===== config.mk =====
export PLATFORM = sky130hd
export DESIGN_NAME = lfu_cache_lookup_insert_unit_flat
export DESIGN_NICKNAME = d
export VERILOG_FILES = /design/src/hdl/lfu_pkg.sv /design/src/hdl/lfu_ifs.sv /design/src/hdl/lfu_cache_lookup_insert_unit.sv /design/src/hdl/lfu_cell.sv /design/src/flat_wrapper.sv
export SDC_FILE = /design/constraint.sdc
export NUM_CORES = 2
export LEC_CHECK = 0
export ABC_AREA = 1
export BUFFER_PORTS_ARGS = -buffer_cell sky130_fd_sc_hd__buf_2
export CORE_UTILIZATION = 45
export CTS_BUF_LIST = sky130_fd_sc_hd__clkbuf_8
export DETAILED_ROUTE_END_ITERATION = 8
export PLACE_DENSITY_LB_ADDON = 0.05
export RECOVER_POWER = 100
export SETUP_SLACK_MARGIN = 0.5
export SLEW_MARGIN = 40
export SYNTH_ARGS = -nofsm -noshare
export SYNTH_HDL_FRONTEND = slang
export SYNTH_HIERARCHICAL = 1
export SYNTH_SLANG_ARGS = --single-unit
export TNS_END_PERCENT = 20

===== constraint.sdc =====
create_clock -name clk -period 6.8 [get_ports clk]
set_input_delay 1.7 -clock clk [delete_from_list [all_inputs] [get_ports clk]]
set_output_delay 1.7 -clock clk [all_outputs]
set_load 0.005 [all_outputs]

===== src/hdl/lfu_pkg.sv =====
package lfu_pkg;

	// Geometry
	localparam int CAPACITY  = 16;
	localparam int KEY_WIDTH = 16;
	localparam int IDX_W     = (CAPACITY > 1) ? $clog2(CAPACITY) : 1;
	localparam int OCC_W     = $clog2(CAPACITY + 1);

	// Fixed field widths
	localparam int KEY_PORT_W = 16;
	localparam int DATA_W     = 32;
	localparam int CNT_W      = 16;
	localparam int CAP_REG_W  = 5;

	localparam logic OP_GET = 1'b0;
	localparam logic OP_PUT = 1'b1;

	localparam logic [DATA_W-1:0] MISS_VALUE = '1;

	typedef enum logic [1:0] {
		CMD_TOUCH  = 2'b01,
		CMD_INSERT = 2'b10
	} cmd_kind_t;

	// Search record that walks the cell row, one cell per cycle
	typedef struct packed {
		logic                 pv;
		logic [KEY_WIDTH-1:0] key;
		logic                 hit;
		logic [IDX_W-1:0]     hit_idx;
		logic [DATA_W-1:0]    hit_data;
		logic [IDX_W-1:0]     hit_rank;
		logic                 vic_v;
		logic [IDX_W-1:0]     vic_idx;
		logic [CNT_W-1:0]     vic_cnt;
		logic [IDX_W-1:0]     vic_rank;
		logic [KEY_WIDTH-1:0] vic_key;
		logic                 free_v;
		logic [IDX_W-1:0]     free_idx;
	} probe_t;

	// Update broadcast to every cell
	typedef struct packed {
		logic                 en;
		cmd_kind_t            kind;
		logic [IDX_W-1:0]     idx;
		logic [IDX_W-1:0]     rank;
		logic                 wr_data;
		logic [DATA_W-1:0]    data;
		logic [KEY_WIDTH-1:0] key;
		logic                 ev;
		logic [IDX_W-1:0]     vic_idx;
		logic [IDX_W-1:0]     vic_rank;
		logic [IDX_W-1:0]     ins_idx;
	} cmd_t;

endpackage


===== src/hdl/lfu_ifs.sv =====
interface lfu_req_if;
	logic                                   valid;
	logic                                   ready;
	logic                                   operation;
	logic [lfu_pkg::KEY_PORT_W-1:0]         key;
	logic signed [lfu_pkg::DATA_W-1:0]      write_value;

	modport source(output valid, operation, key, write_value, input ready);
	modport sink(input valid, operation, key, write_value, output ready);
endinterface

interface lfu_rsp_if;
	logic                                   valid;
	logic                                   ready;
	logic                                   found;
	logic signed [lfu_pkg::DATA_W-1:0]      read_value;
	logic                                   evicted;
	logic [lfu_pkg::KEY_PORT_W-1:0]         evicted_key;

	modport source(output valid, found, read_value, evicted, evicted_key, input ready);
	modport sink(input valid, found, read_value, evicted, evicted_key, output ready);
endinterface

interface lfu_cfg_if;
	logic                                   valid;
	logic                                   ready;
	logic [lfu_pkg::CAP_REG_W-1:0]          capacity_in_use;

	modport source(output valid, capacity_in_use, input ready);
	modport sink(input valid, capacity_in_use, output ready);
endinterface


===== src/hdl/lfu_cache_lookup_insert_unit.sv =====
// Channel   Dir  Payload                                          Handshake
// req       in   operation, key, write_value                      valid/ready
// rsp       out  found, read_value, evicted, evicted_key          valid/ready
// cfg       in   capacity_in_use                                  valid/ready, ready tied high
//
// A transaction runs from accept to the next accept through these steps: accept, the walk
// of the search record through the cell row, capture of the finished record, and the
// broadcast of the update.
// The cell row is the limit: each cell adds one register stage to the search.
// A new request is taken once the previous update has been broadcast, even while
// its result still waits in the output register; a stalled rsp holds the update.
// arst_n clears all slot valid bits, the occupancy and the FSM; capacity goes to 16.
module lfu_cache_lookup_insert_unit (
	input  logic          clk,
	input  logic          arst_n,
	lfu_req_if.sink       req,
	lfu_rsp_if.source     rsp,
	lfu_cfg_if.sink       cfg
);

	typedef enum logic [2:0] {
		S_IDLE = 3'b001,
		S_SCAN = 3'b010,
		S_UPD  = 3'b100
	} state_t;

	state_t                              state_q;
	logic                                launch_q;
	logic                                op_q;
	logic [lfu_pkg::KEY_WIDTH-1:0]       key_q;
	logic [lfu_pkg::DATA_W-1:0]          wval_q;
	logic [lfu_pkg::CAP_REG_W-1:0]       cap_q;
	logic [lfu_pkg::OCC_W-1:0]           occ_q;
	lfu_pkg::probe_t                     res_q;

	logic                                out_valid_q;
	logic                                found_q;
	logic [lfu_pkg::DATA_W-1:0]          rval_q;
	logic                                evicted_q;
	logic [lfu_pkg::KEY_PORT_W-1:0]      evkey_q;

	lfu_pkg::probe_t                     link [lfu_pkg::CAPACITY+1];
	lfu_pkg::cmd_t                       cmd;

	logic                                in_acc;
	logic                                out_free;
	logic                                upd_fire;
	logic [31:0]                         limit;
	logic                                need_ev;

	// --- handshakes ---
	assign in_acc    = req.valid && req.ready;
	assign req.ready = (state_q == S_IDLE);
	assign cfg.ready = 1'b1;
	assign out_free  = !out_valid_q || rsp.ready;
	assign upd_fire  = (state_q == S_UPD) && out_free;

	// --- configuration ---
	always_ff @(posedge clk or negedge arst_n) begin
		if (!arst_n) begin
			cap_q <= lfu_pkg::CAP_REG_W'(lfu_pkg::CAPACITY);
		end else if (cfg.valid && cfg.ready) begin
			cap_q <= cfg.capacity_in_use;
		end
	end

	// Clamp the capacity register into 1 .. CAPACITY
	always_comb begin
		if (cap_q == '0) begin
			limit = 32'd1;
		end else if (32'(cap_q) > 32'(lfu_pkg::CAPACITY)) begin
			limit = 32'(lfu_pkg::CAPACITY);
		end else begin
			limit = 32'(cap_q);
		end
	end

	assign need_ev = (32'(occ_q) >= limit);

	// --- cell row: the search record enters cell 0 once per transaction ---
	always_comb begin
		link[0]          = '0;
		link[0].pv       = launch_q;
		link[0].key      = key_q;
	end

	for (genvar i = 0; i < lfu_pkg::CAPACITY; i++) begin : g_cell
		lfu_cell u_cell (
			.clk       (clk),
			.arst_n    (arst_n),
			.cell_idx  (lfu_pkg::IDX_W'(i)),
			.probe_in  (link[i]),
			.probe_out (link[i+1]),
			.cmd       (cmd)
		);
	end

	// --- request capture and FSM ---
	always_ff @(posedge clk) begin
		if (in_acc) begin
			op_q   <= req.operation;
			key_q  <= req.key[lfu_pkg::KEY_WIDTH-1:0];
			wval_q <= req.write_value;
		end
		// hold the finished search until the update is broadcast
		if (state_q == S_SCAN && link[lfu_pkg::CAPACITY].pv) begin
			res_q <= link[lfu_pkg::CAPACITY];
		end
	end

	always_ff @(posedge clk or negedge arst_n) begin
		if (!arst_n) begin
			state_q  <= S_IDLE;
			launch_q <= 1'b0;
			occ_q    <= '0;
		end else begin
			launch_q <= in_acc;
			unique case (state_q)
				S_IDLE: begin
					if (in_acc) begin
						state_q <= S_SCAN;
					end
				end
				S_SCAN: begin
					if (link[lfu_pkg::CAPACITY].pv) begin
						state_q <= S_UPD;
					end
				end
				S_UPD: begin
					if (out_free) begin
						state_q <= S_IDLE;
						// a new key grows occupancy unless it replaced a victim
						if (!res_q.hit && op_q == lfu_pkg::OP_PUT && !need_ev) begin
							occ_q <= occ_q + 1'b1;
						end
					end
				end
				default: begin
					state_q <= S_IDLE;
				end
			endcase
		end
	end

	// --- update broadcast and result ---
	always_comb begin
		cmd         = '0;
		cmd.kind    = lfu_pkg::CMD_TOUCH;
		cmd.idx     = res_q.hit_idx;
		cmd.rank    = res_q.hit_rank;
		cmd.wr_data = (op_q == lfu_pkg::OP_PUT);
		cmd.data    = wval_q;
		cmd.key     = key_q;
		cmd.vic_idx = res_q.vic_idx;
		cmd.vic_rank = res_q.vic_rank;
		cmd.ev      = need_ev;
		// insert into the lowest free slot, counting the victim's slot as free
		if (need_ev && !(res_q.free_v && res_q.free_idx < res_q.vic_idx)) begin
			cmd.ins_idx = res_q.vic_idx;
		end else begin
			cmd.ins_idx = res_q.free_idx;
		end
		if (res_q.hit) begin
			cmd.en   = upd_fire;
		end else if (op_q == lfu_pkg::OP_PUT) begin
			cmd.en   = upd_fire;
			cmd.kind = lfu_pkg::CMD_INSERT;
		end
	end

	always_ff @(posedge clk or negedge arst_n) begin
		if (!arst_n) begin
			out_valid_q <= 1'b0;
		end else if (upd_fire) begin
			out_valid_q <= 1'b1;
		end else if (rsp.ready) begin
			out_valid_q <= 1'b0;
		end
	end

	always_ff @(posedge clk) begin
		if (upd_fire) begin
			found_q   <= res_q.hit;
			evicted_q <= 1'b0;
			evkey_q   <= '0;
			if (op_q == lfu_pkg::OP_PUT) begin
				rval_q <= '0;
				if (!res_q.hit && need_ev) begin
					evicted_q <= 1'b1;
					evkey_q   <= lfu_pkg::KEY_PORT_W'(res_q.vic_key);
				end
			end else if (res_q.hit) begin
				rval_q <= res_q.hit_data;
			end else begin
				rval_q <= lfu_pkg::MISS_VALUE;
			end
		end
	end

	assign rsp.valid       = out_valid_q;
	assign rsp.found       = found_q;
	assign rsp.read_value  = rval_q;
	assign rsp.evicted     = evicted_q;
	assign rsp.evicted_key = evkey_q;

	// --- assertions ---
	a_occ_bound: assert property (@(posedge clk) disable iff (!arst_n)
		32'(occ_q) <= 32'(lfu_pkg::CAPACITY))
		else $error("occupancy above capacity");

	a_tail_in_scan: assert property (@(posedge clk) disable iff (!arst_n)
		link[lfu_pkg::CAPACITY].pv |-> state_q == S_SCAN)
		else $error("search record left the row outside a scan");

	a_accept_scan: assert property (@(posedge clk) disable iff (!arst_n)
		in_acc |=> (state_q == S_SCAN && launch_q))
		else $error("accepted transaction did not launch a search");

	a_free_slot: assert property (@(posedge clk) disable iff (!arst_n)
		(upd_fire && !res_q.hit && op_q == lfu_pkg::OP_PUT && !need_ev) |-> res_q.free_v)
		else $error("insert without eviction found no free slot");

	a_evict_victim: assert property (@(posedge clk) disable iff (!arst_n)
		(upd_fire && !res_q.hit && op_q == lfu_pkg::OP_PUT && need_ev) |-> res_q.vic_v)
		else $error("eviction without a victim");

endmodule


===== src/hdl/lfu_cell.sv =====
module lfu_cell (
	input  logic                           clk,
	input  logic                           arst_n,
	input  logic [lfu_pkg::IDX_W-1:0]      cell_idx,
	input  lfu_pkg::probe_t                probe_in,
	output lfu_pkg::probe_t                probe_out,
	input  lfu_pkg::cmd_t                  cmd
);

	logic                                  valid_q;
	logic [lfu_pkg::KEY_WIDTH-1:0]         key_q;
	logic [lfu_pkg::DATA_W-1:0]            data_q;
	logic [lfu_pkg::CNT_W-1:0]             cnt_q;
	logic [lfu_pkg::IDX_W-1:0]             rank_q;
	lfu_pkg::probe_t                       probe_nxt;
	lfu_pkg::probe_t                       probe_q;

	// Fold this slot into the passing search record
	always_comb begin
		probe_nxt = probe_in;
		if (valid_q && key_q == probe_in.key && !probe_in.hit) begin
			probe_nxt.hit      = 1'b1;
			probe_nxt.hit_idx  = cell_idx;
			probe_nxt.hit_data = data_q;
			probe_nxt.hit_rank = rank_q;
		end
		if (valid_q && (!probe_in.vic_v || cnt_q < probe_in.vic_cnt ||
		    (cnt_q == probe_in.vic_cnt && rank_q > probe_in.vic_rank))) begin
			probe_nxt.vic_v    = 1'b1;
			probe_nxt.vic_idx  = cell_idx;
			probe_nxt.vic_cnt  = cnt_q;
			probe_nxt.vic_rank = rank_q;
			probe_nxt.vic_key  = key_q;
		end
		if (!valid_q && !probe_in.free_v) begin
			probe_nxt.free_v   = 1'b1;
			probe_nxt.free_idx = cell_idx;
		end
	end

	always_ff @(posedge clk or negedge arst_n) begin
		if (!arst_n) begin
			probe_q <= '0;
		end else begin
			probe_q <= probe_nxt;
		end
	end

	assign probe_out = probe_q;

	always_ff @(posedge clk or negedge arst_n) begin
		if (!arst_n) begin
			valid_q <= 1'b0;
		end else if (cmd.en && cmd.kind == lfu_pkg::CMD_INSERT) begin
			if (cell_idx == cmd.ins_idx) begin
				valid_q <= 1'b1;
			end else if (cmd.ev && cell_idx == cmd.vic_idx) begin
				valid_q <= 1'b0;
			end
		end
	end

	always_ff @(posedge clk) begin
		if (cmd.en) begin
			unique case (cmd.kind)
				lfu_pkg::CMD_TOUCH: begin
					if (cell_idx == cmd.idx) begin
						rank_q <= '0;
						if (cnt_q != '1) begin
							cnt_q <= cnt_q + 1'b1;
						end
						if (cmd.wr_data) begin
							data_q <= cmd.data;
						end
					end else if (valid_q && rank_q < cmd.rank) begin
						rank_q <= rank_q + 1'b1;
					end
				end
				lfu_pkg::CMD_INSERT: begin
					if (cell_idx == cmd.ins_idx) begin
						key_q  <= cmd.key;
						data_q <= cmd.data;
						cnt_q  <= lfu_pkg::CNT_W'(1);
						rank_q <= '0;
					end else if (valid_q && !(cmd.ev && cell_idx == cmd.vic_idx)) begin
						// older than the victim: shift down by eviction, up by insert
						if (!(cmd.ev && rank_q > cmd.vic_rank)) begin
							rank_q <= rank_q + 1'b1;
						end
					end
				end
				default: begin
				end
			endcase
		end
	end

endmodule

===== src/flat_wrapper.sv =====
// flat-port wrapper written by rule: the top's interface ports become plain ports
module lfu_cache_lookup_insert_unit_flat 
  (clk, arst_n, req_valid, req_operation, req_key, req_write_value, req_ready, rsp_valid, rsp_found, rsp_read_value, rsp_evicted, rsp_evicted_key, rsp_ready, cfg_valid, cfg_capacity_in_use, cfg_ready);
  lfu_req_if req_i ();
  lfu_rsp_if rsp_i ();
  lfu_cfg_if cfg_i ();
  input  logic clk;
  input  logic arst_n;
  input wire logic [$bits(req_i.valid)-1:0] req_valid;
  input wire logic [$bits(req_i.operation)-1:0] req_operation;
  input wire logic [$bits(req_i.key)-1:0] req_key;
  input wire logic [$bits(req_i.write_value)-1:0] req_write_value;
  output wire logic [$bits(req_i.ready)-1:0] req_ready;
  output wire logic [$bits(rsp_i.valid)-1:0] rsp_valid;
  output wire logic [$bits(rsp_i.found)-1:0] rsp_found;
  output wire logic [$bits(rsp_i.read_value)-1:0] rsp_read_value;
  output wire logic [$bits(rsp_i.evicted)-1:0] rsp_evicted;
  output wire logic [$bits(rsp_i.evicted_key)-1:0] rsp_evicted_key;
  input wire logic [$bits(rsp_i.ready)-1:0] rsp_ready;
  input wire logic [$bits(cfg_i.valid)-1:0] cfg_valid;
  input wire logic [$bits(cfg_i.capacity_in_use)-1:0] cfg_capacity_in_use;
  output wire logic [$bits(cfg_i.ready)-1:0] cfg_ready;
  assign req_i.valid = req_valid;
  assign req_i.operation = req_operation;
  assign req_i.key = req_key;
  assign req_i.write_value = req_write_value;
  assign req_ready = req_i.ready;
  assign rsp_valid = rsp_i.valid;
  assign rsp_found = rsp_i.found;
  assign rsp_read_value = rsp_i.read_value;
  assign rsp_evicted = rsp_i.evicted;
  assign rsp_evicted_key = rsp_i.evicted_key;
  assign rsp_i.ready = rsp_ready;
  assign cfg_i.valid = cfg_valid;
  assign cfg_i.capacity_in_use = cfg_capacity_in_use;
  assign cfg_ready = cfg_i.ready;
  lfu_cache_lookup_insert_unit u_core (.clk(clk), .arst_n(arst_n), .req(req_i), .rsp(rsp_i), .cfg(cfg_i));
endmodule

==> flow_summary.yaml <==
die:
  start_util_pct: 45.4
  io_pins: 112
  die_y_um: 534
  core_area_um2: 280000
  die_area_um2: 285000
  fp.dieW_um: 534
  num_rows: 194
pwr:
  powerDensity_nw_per_um2: 306
  p_leak_nw: 67.0
  ir_worst_vdd_v: 0.000170
  finalPower_mw: 43.5
timing:
  rsz0062_at_grt: "false"
  period_share_pct: 78.6
  setup_viol: 0
  hold_viol_final: 0
  drv_slew: 2608
  tns_ns: 0
  tightest_slew_ns: 4.33
  finalClockSkew_ns: 0.0905
  fmax_mhz: 187
  finalCriticalPeriod_ns: 5.34
  slew_headroom_pct: -189
drt:
  ant_nets: 0
  viasPerCell: 5.02
  first_iter_violations: 5746
  firstDrtPassIters: 6
  vias: 87000
  wirelength_um: 328000
  wire_per_inst_um: 18.9
  drcViolationCount: 0
global_route:
  grt_overflow: 0
  gr-usage-met2_pct: 38.5
  first_global_vias: 88800
  top_usage_layer: "met2"
  grt_util_met3_pct: 3.17
  antenna_found_initial: 10
  grt_pass1_wl_um: 517000
  grt_use_total_pct: 23.1
  met1_usage_pct: 30.9
  grt_max_degree: 142
cts:
  clock-root-buffer: "clkbuf_8"
  cts_num_sinks: 2919
  cts_hold_buf: 0
  clk_latency_ns: 1.12
  cts_buffers: 482
  cts_resized: 0
  postCtsSetupBuffers: 0
  cts.clk_slew.worst_paths_ns: 0.06
  clk_path_buf_depth: 4
  cts_max_level: 5
  cts_tree: "built"
setup_path:
  worstPathMaxFanout: 50
  critPathKind: "flip-flop to flip-flop"
  critPathArrivalTime_ns: 6.13
  endpoint_kind: "flip-flop"
  crit_required_ns: 7.59
  critPathLaunchType: "flip-flop"
  reg2regPathDepth: 11
synthesis:
  syn_area_um2: 127000
  syn_inst: 12600
  synth_area_per_cell_um2: 10.1
  ys_warn_count: 6
placed_design:
  dpl.hpwl_um: 236000
  place_area_um2: 133000
  gp_congestion: 0.854
  placed_cells: 16400
  portBuffers: 110
cells_and_area:
  drive_gt1_share_pct: 7.62
  finalInstanceArea_um2: 142000
  final_nets: 13700
  syn_to_final_growth_pct: 11.8
  fin_cells: 17300
outcome:
  status: "finished with violations"
  violations: "max-capacitance violations, max-slew violations"
worst_hold_path:
  min_path_type: "flip-flop to flip-flop"
  hold_depth: 0
flow_run:
  drv_cap: 68
placed cells by master (no fill, tap or decap), drive strengths merged, types with 17 or more instances in the layout:
master  count
nand2    3718
dfrtp    1660
inv      1372
edfxtp   1257
nand3     902
nor2      849
clkbuf    757
nand4     648
ha        473
a21oi     450
conb      298
o21ai     252
xor2      213
buf       191
clkinv    111
nor3      102
xnor2      65
o22ai      44
or2        36
mux2       33
a21boi     30
o211ai     28
nor4       17
per-stage QoR:
step	utilization (%)	setup slack [ns]	hold slack (ns)
5_1_grt	50.8	1.07	0.359
4_1_cts	51.1	2.26	0.351
3_5_place_dp	47.5	2.21	0.336
6_report	50.8	1.46	0.348
2_1_floorplan	-	0.215	0.331
3_3_place_gp	47.3	2.09	0.338
critical path, cell delays in order, from the launching register on:
cell      delay (ns)
edfxtp_1        0.34
buf_6           0.49
nand2_2         0.27
inv_1           0.14
clkbuf_1        1.29
inv_1           0.17
nor2_1          0.60
inv_1           0.40
a21oi_1         0.30
nand3b_1        0.18
nor2_4          0.38
buf_8           0.26
per-layer routing:
metal | vias to the layer above | wire, um | share of wire, %
met1 | 41600 | 146000 | 45
met3 | 653 | 14000 | 4.3
li1 | 42600 | - | -
met5 | - | 12 | 0.0037
met2 | 2085 | 155000 | 47
met4 | 2 | 12400 | 3.8
state kept, by name, summed over array words and instances (netlist names):
register / count
u_core/key_q: 16
u_core/g_cell.u_cell/cnt_q: 256
u_core/op_q: 1
u_core/rsp.read_value: 32
u_core/state_q: 3
u_core/occ_q: 5
u_core/cap_q: 5
u_core/rsp.found: 1
u_core/g_cell.u_cell/rank_q: 64
u_core/wval_q: 32
u_core/res_q: 54
u_core/g_cell.u_cell/data_q: 512
u_core/g_cell.u_cell/key_q: 256
u_core/rsp.evicted: 1
u_core/g_cell.u_cell/probe_out: 1631
u_core/g_cell.u_cell/valid_q: 16
u_core/cmd: 16
u_core/rsp.valid: 1
u_core/rsp.evicted_key: 16
u_core/launch_q: 1
final cells by class:
cell class	instances	area, um2
multi-input combinational	8236	41700
clock buffer	599	8240
clock inverter	315	1700
fill	25700	138000
inverter	1183	4440
antenna	12	30.0
timing repair buffer	349	2160
sequential	2919	79300
tap	3724	4660
report_power, final:
part | internal [mW] | switching [mW]
clock network | 8.34 | 7.11
logic | 1.93 | 4.60
registers | 20.5 | 1.05
total | 30.8 | 12.8
worst paths after layout:
path	to	from	slack (ns)
setup / recovery	u_core/g_cell[11].u_cell/data_q[12]$_DFFE_PP_	u_core/op_q$_DFFE_PP_	1.46
hold / removal	u_core/g_cell[4].u_cell/probe_out[103]$_DFF_PN0_	u_core/g_cell[3].u_cell/probe_out[103]$_DFF_PN0_	0.35
setup reg to reg	u_core/g_cell[11].u_cell/data_q[12]$_DFFE_PP_	u_core/op_q$_DFFE_PP_	1.46
hold reg to reg	u_core/g_cell[4].u_cell/probe_out[103]$_DFF_PN0_	u_core/g_cell[3].u_cell/probe_out[103]$_DFF_PN0_	0.35
max in group asynchronous	u_core/g_cell[7].u_cell/probe_out[77]$_DFF_PN0_	arst_n	1.63
min in group asynchronous	u_core/g_cell[12].u_cell/probe_out[89]$_DFF_PN0_	arst_n	1.99
No activity file was read; power rests on OpenSTA's default activity.
